<file path="src/rtl/bidc_pkg.sv">
// Types and constants shared by the backlight idle dim controller.
// No dependencies; imported by bidc_step and the top level.
`timescale 1ns / 1ps

package bidc_pkg;

  // Command codes carried in the input tuser field.
  typedef enum logic [1:0] {
    CMD_TICK = 2'd0,
    CMD_WAKE = 2'd1,
    CMD_OFF  = 2'd2
  } cmd_e;

  // Notice codes carried in the output tuser field.
  typedef enum logic [1:0] {
    NOTICE_NONE = 2'd0,
    NOTICE_DIM  = 2'd1,
    NOTICE_WOKE = 2'd2
  } notice_e;

  // Configuration register indexes.
  localparam int unsigned CFG_IDX_W = 3;
  localparam logic [CFG_IDX_W-1:0] REG_TIMEOUT  = 3'd0;
  localparam logic [CFG_IDX_W-1:0] REG_DIM_LVL  = 3'd1;
  localparam logic [CFG_IDX_W-1:0] REG_USER_LVL = 3'd2;
  localparam logic [CFG_IDX_W-1:0] REG_MAX_BL   = 3'd3;

  localparam int unsigned PCT_W   = 7;
  localparam int unsigned BL_W    = 16;
  localparam int unsigned TMO_W   = 16;
  localparam int unsigned DELTA_W = 16;
  localparam int unsigned IDLE_W  = 32;
  localparam int unsigned TMO_MS_W = 26;          // 65535 * 1000 < 2^26
  localparam int unsigned PROD_W  = PCT_W + BL_W; // 100 * 65535 < 2^23

  localparam int unsigned DIM_LEAD_MS = 5000;
  localparam int unsigned MS_PER_S     = 1000;
  localparam logic [PCT_W-1:0] PCT_FULL   = 7'd100;
  localparam logic [BL_W-1:0]  BL_DEFAULT = 16'd255;

  // floor(x / 100) = (x * RECIP) >> RECIP_SHIFT, exact for x < 14.1M
  localparam int unsigned RECIP_W     = 24;
  localparam int unsigned RECIP_SHIFT = 30;
  localparam logic [RECIP_W-1:0] RECIP_100 = 24'd10737419;

  typedef struct packed {
    logic [IDLE_W-1:0] idle_ms;
    logic              dimmed;
    logic              off;
    logic [BL_W-1:0]   last_value;
  } state_t;

  // Values derived from configuration, captured with each input word.
  typedef struct packed {
    logic                timer_en;
    logic                dim_ok;
    logic [TMO_MS_W-1:0] timeout_ms;
    logic [TMO_MS_W-1:0] dim_thr;
    logic [PROD_W-1:0]   prod_dim;
    logic [PROD_W-1:0]   prod_user;
  } cfgx_t;

  typedef struct packed {
    logic            apply;
    logic [BL_W-1:0] value;
    logic            dimmed;
    logic            off;
    notice_e         notice;
  } result_t;

endpackage

</file>
<file path="src/rtl/backlight_idle_dim_controller_unit.sv">
// Top level of the backlight idle dim controller: stream ports, config registers,
// input and result registers. Depends on bidc_pkg and bidc_step.
`timescale 1ns / 1ps

// Usage
//  Input stream (s_axis_*): one word per event. tuser carries the command
//  (tick, wake, force off), tdata the elapsed milliseconds for a tick.
//  Output stream (m_axis_*): exactly one word per input word, in order,
//  carrying apply, the raw backlight value, dimmed and off flags in tdata and
//  the notice code in tuser.
//  Config channel (cfg_*): register index and data, always ready. Write only
//  while no word is in flight. Percent writes clamp to 100; a max of 0 loads
//  255; unknown indexes are ignored.
//  Path: an accepted input word passes the input register, then the result
//  register, before its result shows on m_axis_tvalid.
//  Throughput: one word per cycle while the sink takes results. The state
//  update (saturating add, two threshold compares and a reciprocal multiply
//  for the /100 scaling) is combinational; the per-percent products and the
//  timeout in ms are formed from the config registers as each word enters.
//  Stall: with the result held, the input register still takes one more
//  word; after that s_axis_tready drops until the sink takes the result.
//  Reset: config returns to 60 s, 30 %, 100 %, 255; idle count, flags and
//  the held backlight value clear; both stages empty.

module backlight_idle_dim_controller_unit (
  input  logic                          clk_i,
  input  logic                          rst_ni,
  // input stream
  input  logic                          s_axis_tvalid,
  output logic                          s_axis_tready,
  input  logic [15:0]                   s_axis_tdata,   // [15:0] delta_ms
  input  logic [1:0]                    s_axis_tuser,   // [1:0] cmd
  // output stream
  output logic                          m_axis_tvalid,
  input  logic                          m_axis_tready,
  // [0] apply, [16:1] backlight_value, [17] dimmed, [18] screen_off, [23:19] zero
  output logic [23:0]                   m_axis_tdata,
  output logic [1:0]                    m_axis_tuser,   // [1:0] notice
  // configuration writes
  input  logic                          cfg_valid_i,
  output logic                          cfg_ready_o,
  input  logic [bidc_pkg::CFG_IDX_W-1:0] cfg_index_i,
  input  logic [15:0]                   cfg_data_i
);
  import bidc_pkg::*;

  // config registers
  logic [TMO_W-1:0] timeout_q;
  logic [PCT_W-1:0] dim_lvl_q;
  logic [PCT_W-1:0] user_lvl_q;
  logic [BL_W-1:0]  max_bl_q;

  // input register
  logic             s1_valid_q;
  cmd_e             s1_cmd_q;
  logic [DELTA_W-1:0] s1_delta_q;
  cfgx_t            s1_cfgx_q;

  // state and result register
  state_t           state_q, state_d;
  logic             out_valid_q;
  result_t          out_q, res_d;

  logic             s_acc;
  logic             adv;
  logic [PCT_W-1:0] cfg_pct;
  logic [TMO_MS_W-1:0] tmo_ms;
  cfgx_t            cfgx_d;

  assign cfg_ready_o = 1'b1;
  assign cfg_pct = (cfg_data_i[PCT_W-1:0] > PCT_FULL) ? PCT_FULL : cfg_data_i[PCT_W-1:0];

  always_ff @(posedge clk_i or negedge rst_ni) begin
    if (!rst_ni) begin
      timeout_q  <= 16'd60;
      dim_lvl_q  <= 7'd30;
      user_lvl_q <= PCT_FULL;
      max_bl_q   <= BL_DEFAULT;
    end else if (cfg_valid_i) begin
      case (cfg_index_i)
        REG_TIMEOUT:  timeout_q  <= cfg_data_i[TMO_W-1:0];
        REG_DIM_LVL:  dim_lvl_q  <= cfg_pct;
        REG_USER_LVL: user_lvl_q <= cfg_pct;
        REG_MAX_BL:   max_bl_q   <= (cfg_data_i == '0) ? BL_DEFAULT : cfg_data_i[BL_W-1:0];
        default: begin
        end
      endcase
    end
  end

  // Config-only terms, captured alongside each input word.
  assign tmo_ms = TMO_MS_W'(timeout_q) * TMO_MS_W'(MS_PER_S);
  always_comb begin
    cfgx_d.timer_en   = (timeout_q != '0);
    cfgx_d.timeout_ms = tmo_ms;
    cfgx_d.dim_ok     = (tmo_ms >= TMO_MS_W'(DIM_LEAD_MS));
    cfgx_d.dim_thr    = tmo_ms - TMO_MS_W'(DIM_LEAD_MS);
    cfgx_d.prod_dim   = PROD_W'(dim_lvl_q) * PROD_W'(max_bl_q);
    cfgx_d.prod_user  = PROD_W'(user_lvl_q) * PROD_W'(max_bl_q);
  end

  // handshake
  assign adv           = s1_valid_q && (!out_valid_q || m_axis_tready);
  assign s_axis_tready = !s1_valid_q || adv;
  assign s_acc         = s_axis_tvalid && s_axis_tready;

  always_ff @(posedge clk_i or negedge rst_ni) begin
    if (!rst_ni) begin
      s1_valid_q <= 1'b0;
    end else if (s_axis_tready) begin
      s1_valid_q <= s_axis_tvalid;
    end
  end

  always_ff @(posedge clk_i) begin
    if (s_acc) begin
      s1_cmd_q   <= cmd_e'(s_axis_tuser);
      s1_delta_q <= s_axis_tdata;
      s1_cfgx_q  <= cfgx_d;
    end
  end

  bidc_step u_step (
    .state_i  (state_q),
    .cfgx_i   (s1_cfgx_q),
    .cmd_i    (s1_cmd_q),
    .delta_i  (s1_delta_q),
    .state_o  (state_d),
    .result_o (res_d)
  );

  always_ff @(posedge clk_i or negedge rst_ni) begin
    if (!rst_ni) begin
      state_q     <= '0;
      out_valid_q <= 1'b0;
    end else begin
      if (adv) begin
        state_q <= state_d;
      end
      if (adv) begin
        out_valid_q <= 1'b1;
      end else if (m_axis_tready) begin
        out_valid_q <= 1'b0;
      end
    end
  end

  always_ff @(posedge clk_i) begin
    if (adv) begin
      out_q <= res_d;
    end
  end

  assign m_axis_tvalid = out_valid_q;
  assign m_axis_tdata  = {5'b0, out_q.off, out_q.dimmed, out_q.value, out_q.apply};
  assign m_axis_tuser  = out_q.notice;

`ifndef SYNTHESIS
  // a waiting input word is never dropped
  a_s1_hold: assert property (@(posedge clk_i) disable iff (!rst_ni)
    s1_valid_q && !adv |=> s1_valid_q)
    else $error("input word lost while stalled");

  // a wake leaves the idle count cleared
  a_wake_clr: assert property (@(posedge clk_i) disable iff (!rst_ni)
    adv && (s1_cmd_q == CMD_WAKE) |=> (state_q.idle_ms == '0))
    else $error("idle count not cleared by wake");

  // woke notice only with the screen fully restored
  a_woke: assert property (@(posedge clk_i) disable iff (!rst_ni)
    out_valid_q && (out_q.notice == NOTICE_WOKE) |-> out_q.apply && !out_q.dimmed && !out_q.off)
    else $error("woke notice with screen still dimmed or off");

  // any write that leaves the screen off writes zero
  a_off_zero: assert property (@(posedge clk_i) disable iff (!rst_ni)
    out_valid_q && out_q.apply && out_q.off |-> (out_q.value == '0))
    else $error("screen off with non-zero backlight write");

  // the held state mirrors the last result issued
  a_mirror: assert property (@(posedge clk_i) disable iff (!rst_ni)
    adv |=> (out_q.value == state_q.last_value) && (out_q.off == state_q.off))
    else $error("result out of step with state");
`endif

endmodule

</file>
<file path="src/rtl/bidc_step.sv">
// One step of the idle timer: next state and result from current state and word.
// Depends on bidc_pkg. Purely combinational.
`timescale 1ns / 1ps

module bidc_step (
  input  bidc_pkg::state_t                  state_i,
  input  bidc_pkg::cfgx_t                   cfgx_i,
  input  bidc_pkg::cmd_e                    cmd_i,
  input  logic [bidc_pkg::DELTA_W-1:0]      delta_i,
  output bidc_pkg::state_t                  state_o,
  output bidc_pkg::result_t                 result_o
);
  import bidc_pkg::*;

  logic [IDLE_W:0]                   sum;
  logic [IDLE_W-1:0]                 idle_sat;
  logic [PROD_W-1:0]                 prod_sel;
  logic [PROD_W+RECIP_W-1:0]         recip_prod;
  logic [BL_W-1:0]                   scaled;
  logic                              dim_hit;
  logic                              off_hit;

  assign sum      = {1'b0, state_i.idle_ms} + (IDLE_W+1)'(delta_i);
  assign idle_sat = sum[IDLE_W] ? {IDLE_W{1'b1}} : sum[IDLE_W-1:0];

  // Tick uses the dim level, wake the user level.
  assign prod_sel   = (cmd_i == CMD_WAKE) ? cfgx_i.prod_user : cfgx_i.prod_dim;
  assign recip_prod = (PROD_W+RECIP_W)'(prod_sel) * (PROD_W+RECIP_W)'(RECIP_100);
  assign scaled     = recip_prod[RECIP_SHIFT +: BL_W];

  assign dim_hit = cfgx_i.dim_ok && !state_i.dimmed && !state_i.off &&
                   (idle_sat >= IDLE_W'(cfgx_i.dim_thr));
  assign off_hit = !state_i.off && (idle_sat >= IDLE_W'(cfgx_i.timeout_ms));

  always_comb begin
    state_o         = state_i;
    result_o.apply  = 1'b0;
    result_o.notice = NOTICE_NONE;
    case (cmd_i)
      CMD_TICK: begin
        if (cfgx_i.timer_en) begin
          state_o.idle_ms = idle_sat;
          if (dim_hit) begin
            state_o.dimmed     = 1'b1;
            state_o.last_value = scaled;
            result_o.apply     = 1'b1;
            result_o.notice    = NOTICE_DIM;
          end
          // off overrides the dim write when both land in one tick
          if (off_hit) begin
            state_o.off        = 1'b1;
            state_o.last_value = '0;
            result_o.apply     = 1'b1;
          end
        end
      end
      CMD_WAKE: begin
        state_o.idle_ms = '0;
        if (state_i.dimmed || state_i.off) begin
          state_o.dimmed     = 1'b0;
          state_o.off        = 1'b0;
          state_o.last_value = scaled;
          result_o.apply     = 1'b1;
          result_o.notice    = NOTICE_WOKE;
        end
      end
      CMD_OFF: begin
        state_o.off        = 1'b1;
        state_o.dimmed     = 1'b0;
        state_o.last_value = '0;
        result_o.apply     = 1'b1;
      end
      default: begin
        // unused code: no change
      end
    endcase
    result_o.value  = state_o.last_value;
    result_o.dimmed = state_o.dimmed;
    result_o.off    = state_o.off;
  end

endmodule

</file>
<file path="config.mk">
export PLATFORM = sky130hd
export DESIGN_NAME = backlight_idle_dim_controller_unit
export DESIGN_NICKNAME = d
export VERILOG_FILES = /design/src/rtl/bidc_pkg.sv /design/src/rtl/backlight_idle_dim_controller_unit.sv /design/src/rtl/bidc_step.sv
export SDC_FILE = /design/constraint.sdc
export NUM_CORES = 2
export LEC_CHECK = 0
export BUFFER_PORTS_ARGS = -buffer_cell sky130_fd_sc_hd__buf_2
export CELL_PAD_IN_SITES_DETAIL_PLACEMENT = 0
export CELL_PAD_IN_SITES_GLOBAL_PLACEMENT = 1
export CORE_MARGIN = 2
export CORE_UTILIZATION = 55
export DETAILED_ROUTE_END_ITERATION = 10
export GPL_TIMING_DRIVEN = 0
export PLACE_DENSITY_LB_ADDON = 0.1
export SLEW_MARGIN = 15
export SYNTH_ARGS = -nofsm -noshare
export SYNTH_HDL_FRONTEND = slang
export SYNTH_HIERARCHICAL = 1
export SYNTH_SLANG_ARGS = --single-unit
</file>
<file path="constraint.sdc">
create_clock -name clk_i -period 13.05 [get_ports clk_i]
set_input_delay 2.61 -clock clk_i [delete_from_list [all_inputs] [get_ports clk_i]]
set_output_delay 2.61 -clock clk_i [all_outputs]
set_load 0.01 [all_outputs]
</file>
Word-level counts from Yosys, hierarchy flattened --
Index checks and enable logic that the tools add are counted.
Word-level totals: bits in registers 234, ROM bits 0, input port bits 42, memories kept 0, memory bits (writable) 0, latch bits 0, word-level logic and storage cells 85, output and inout port bits 29
Cells by class: add/subtract/negate cells 2, reductions and logical operators 24, $lt $le $gt $ge 4, shifts and indexed selects 0, $mul 4, div/mod/pow operators 0, bitwise logic cells 0, equal/unequal tests 6, mux-type cells 22
Operators by type and width (number):
- 32-bit by 26-bit greater-or-equal comparator with 1-bit output | 2
- 32-bit one-hot mux with 2 select lines | 1
- 18-bit one-hot mux with 3 select lines | 1
- 50-bit 2-to-1 mux | 1
- 23-bit by 24-bit multiplier with 46-bit output, second input constant | 1
- 7-bit by 16-bit multiplier with 23-bit output | 2
- 32-bit by 16-bit adder with 33-bit output | 1
- 16-bit 2-to-1 mux | 2
- 32-bit 2-to-1 mux | 1
- 26-bit by 13-bit greater-or-equal comparator with 1-bit output, second input constant | 1
- 26-bit by 13-bit subtractor with 26-bit output, second input constant | 1
- 16-bit by 7-bit multiplier with 23-bit output, second input constant | 1
- 23-bit 2-to-1 mux | 1
- 18-bit 2-to-1 mux | 1
- 17-bit 2-to-1 mux | 1
- 16-bit zero test | 1
- 16-bit nonzero test | 1
- 1-bit 2-to-1 mux | 8
- 2-bit AND reduction | 4
- 7-bit greater-than comparator, second input constant | 1
- 7-bit 2-to-1 mux | 1
- 3-bit by 2-bit equality test with 1-bit output, second input constant | 2
- 1-bit logical AND | 6
- 1-bit zero test | 4
- 12 further kinds | 16

Longest topological paths before layout --
depth after elaboration 8, mapped depth 32, depth with buffers taken out 28

Modules after synthesis --
The synthesis kept the hierarchy.
By module, submodules not included:
- backlight_idle_dim_controller_unit | area each 17723.2 um^2, instances 1, sequential area each 6470.0 um^2, cells each 1594
- bidc_step | area each 12803.5 um^2, instances 1, sequential area each 0.0 um^2, cells each 1433

Worst setup path after synthesis --
OpenSTA, ideal clock, no wires.
kind reg2reg, start point reg s1_cmd_q[1], end point reg state_q[11] in the netlist's numbering, cell stages (with the launch flop) 30, data required time 12925 ps, clock period less this slack 8094 ps, arrival 7970 ps, path slack 4956 ps, buffers on the path 4, library setup time 125 ps, cell sequence edfxtp_1 -> clkbuf_1 -> nor2b_1 -> buf_2 -> buf_1 -> mux2i_1 -> inv_1 -> fa_1 -> fa_1 -> inv_1 -> fa_1 -> inv_1 -> fa_1 -> fa_1 -> fa_1 -> inv_1 -> fa_1 -> inv_1 -> ha_1 -> a21oi_1 -> o21bai_1 -> a221o_1 -> o221ai_1 -> a21oi_1 -> or2_2 -> a221oi_1 -> xnor2_1 -> a22o_1 -> buf_4 -> mux2_2
RTL lines:
- start: declaration | RTL line backlight_idle_dim_controller_unit.sv:55 | cmd_e s1_cmd_q;
- start signal: assignment | RTL line backlight_idle_dim_controller_unit.sv:117 | s1_cmd_q <= cmd_e'(s_axis_tuser);
- end signal: assignment | RTL line backlight_idle_dim_controller_unit.sv:138 | state_q <= state_d;
- end: declaration | RTL line backlight_idle_dim_controller_unit.sv:60 | state_t state_q, state_d;

==> results_dict.tcl <==
set metrics [dict create \
    netlist.area_leader.share_pct 25.3 \
    coreArea_mm2 0.0550 \
    fin_nets 4010 \
    drc 0 \
    synthTopCellsByArea "fa_1 (25%), ha_1 (18%), edfxtp_1 (13%), inv_1 (7.5%), dfrtp_1 (6.5%)" \
    rsz0062_at_grt "no" \
    drtPass1Iterations 7 \
    worstMarginPinSlew_ns 0.892 \
    crit_path_start_kind "flip-flop" \
    cp_slowest_cell "buf_1" \
    fmax_ghz 0.102 \
    timing.setup.tns_ns 0 \
    antenna_found_initial 2 \
    cp_data_required_time_ns 13.48 \
    synthTopCellsByCount "inv_1 (607), ha_1 (450), fa_1 (386)" \
    antenna_left 0 \
    crit_type "reg -> reg" \
    yosys_warnings 6 \
    timing.final.ws_setup_ns 3.21 \
    pre_cts_ws_ns 3.09 \
    ctsResizeCount 0 \
    synthesis.area_mm2 0.0305 \
    yosysMostFrequentCell "inv_1" \
    port_buffers 64 \
    clkTransAtPathRegs_ns 0.06 \
    final_core_util_pct 59.5 \
    syn-instance-count 3027 \
    hold_path_class "reg -> reg" \
    vias 21100 \
    dpl.hpwl_um 61900 \
    post_drt_via_cell_ratio 5.42 \
    clock_latency_ns 0.55 \
    slew_headroom_pct 40.1 \
    cts_buffers 27 \
    drive_gt1_share_pct 8.47 \
    io_pins 71 \
    root_buffer "clkbuf_16" \
    drv_cap 0 \
    setup_viol 0 \
    h-tree-depth 1 \
    worst_clock_skew_ns 0.0104 \
    synth_flop_cell "edfxtp_1" \
    cp_max_fo 10 \
    initial_core_util_pct 55.5 \
    ff_latch_area_mm2 0.00647 \
    diodes 0 \
    post-route-min-period_ns 9.84 \
    grt_pass1_wl_um 118000 \
    clock_path_buffers 3 \
    finalCritPeriodShare_pct 75.4 \
    path_common_cell "fa_1" \
    multi_input_area_mm2 0.0214 \
    status "finished clean" \
    cpPeakStageDelay_ns 0.63 \
    syn_avg_cell_area_um2 10.1 \
    r2r_setup_slack_ns 3.21 \
    cts_setup_buffers 0 \
    ys_async_sr_fraction_pct 42.4 \
    dieArea_mm2 0.0574 \
    place_congestion 0.936 \
    synthToLayoutAreaGrowth_pct 7.22 \
    grt_util_all_layers_pct 26.5 \
    wl_per_cell_um 18.8 \
    fillCellCount 4739 \
    grt_start_max_net_pins 69 \
    crit_arrival_ns 10.27 \
    first_global_vias 21900 \
    cts_num_sinks 231 \
    wirelength_um 73300 \
    synth.yosys.seq_area_share_pct 21.2 \
    cts_hold_buf 0 \
    die_y_um 240 \
    drv_slew 0 \
    die_w_um 240 \
    rows 86 \
    synth_cell_types 87 \
    synth_area_leader_cell "fa_1" \
    drt-initial-drc-count 1089 \
    hold_viol_final 0 \
    crit_path_end_kind "flip-flop" \
    grt.overflow.total 0 \
    synth_edf_count 133 \
    cts_tree "yes" \
    synth-seq-cells 231 \
]
[worst max-delay path: cells and delay by family, from the launching register on]
kind / cells / cell delay, ns
fa+ha+maj: 8 / 4.00
compound gates: 6 / 1.92
buf+inv: 9 / 1.88
mux: 2 / 0.83
simple gates: 4 / 0.54
flops: 1 / 0.41
xor+xnor: 1 / 0.12
[sequential cells by signal (all words and copies together), names as in the netlist]
register and cells:
dim_lvl_q 7, m_axis_tdata 19, m_axis_tuser 2, m_axis_tvalid 1
max_bl_q 16, s1_cfgx_q 94, s1_cmd_q 2, s1_delta_q 16
s1_valid_q 1, state_q 50, timeout_q 16, user_lvl_q 7
[logic make-up after synthesis]
kind of cell / Yosys count / synth area share [%]
fa+ha+maj: 836 / 43.8
xor+xnor: 116 / 3.33
buf+inv: 702 / 8.99
compound gates: 420 / 9.52
mux: 87 / 3.16
other cells: 2 / 0.0246
simple gates: 633 / 10.0
flops: 231 / 21.2
[through the flow]
stage | hold WS (ns) | std cells | cell area (µm²)
finish | 0.499 | 3901 | 32700
global route | 0.524 | 3901 | 32700
CTS | 0.509 | 3901 | 32700
detailed placement | 0.494 | 3851 | 31900
global placement | 0.470 | 3849 | 31800
floorplan | 0.457 | 3037 | 30600
[placed cells by master (no fill, tap or decap), types with 17 or more instances in the layout]
| cell type | synthesis | final |
|---|---|---|
| nand2_1 | 292 | 292 |
| xnor2_1 | 79 | 79 |
| a211oi_1 | 17 | 17 |
| nor3_1 | 22 | 22 |
| a22o_1 | 33 | 33 |
| a21o_1 | 49 | 49 |
| clkbuf_16 | 0 | 27 |
| nor2_1 | 75 | 75 |
| o21bai_1 | 20 | 20 |
| edfxtp_1 | 133 | 133 |
| and3_1 | 21 | 21 |
| dfrtp_1 | 79 | 79 |
| fa_1 | 386 | 386 |
| a21oi_1 | 90 | 90 |
| buf_2 | 4 | 67 |
| xor2_1 | 37 | 37 |
| nand3_1 | 24 | 24 |
| clkbuf_1 | 55 | 59 |
| dfstp_2 | 19 | 19 |
| mux2_2 | 70 | 70 |
| and2_1 | 91 | 90 |
| nor2b_1 | 21 | 21 |
| o21ai_0 | 79 | 79 |
| buf_4 | 24 | 24 |
| a31oi_1 | 18 | 18 |
| ha_1 | 450 | 450 |
| inv_1 | 607 | 607 |
[routing by layer]
layer  wire, µm  GRT usage [%]  vias up
met1      34600           38.7    10500
met2      33200           42.5      456
met3       3760           3.35       97
met5         13              0        -
met4       1730           5.64        2
li1           -              -    10100
[path summary, 6_finish.rpt]
path,start,end,depth (start not counted)
setup / recovery,s1_cmd_q[1],state_q[15],30
setup reg to reg,s1_cmd_q[1],state_q[15],30
max in group asynchronous,rst_ni,dim_lvl_q[1],2
min in group asynchronous,rst_ni,m_axis_tvalid,1
hold reg to reg,s1_valid_q,m_axis_tvalid,1
hold / removal,s1_valid_q,m_axis_tvalid,1
[area by class of cell]
| cell class | count | share of cell area [%] |
|---|---|---|
| Buffer | 94 | 1.41 |
| Sequential cell | 231 | 19.8 |
| Clock inverter | 16 | 0.390 |
| Clock buffer | 34 | 2.20 |
| Inverter | 608 | 6.97 |
| Tap cell | 748 | 2.86 |
| Multi-Input combinational cell | 2104 | 65.2 |
| Timing Repair Buffer | 66 | 1.17 |
Power is not shown: default switching activity piles up to over one toggle a cycle in this logic, so the estimate is an artifact.
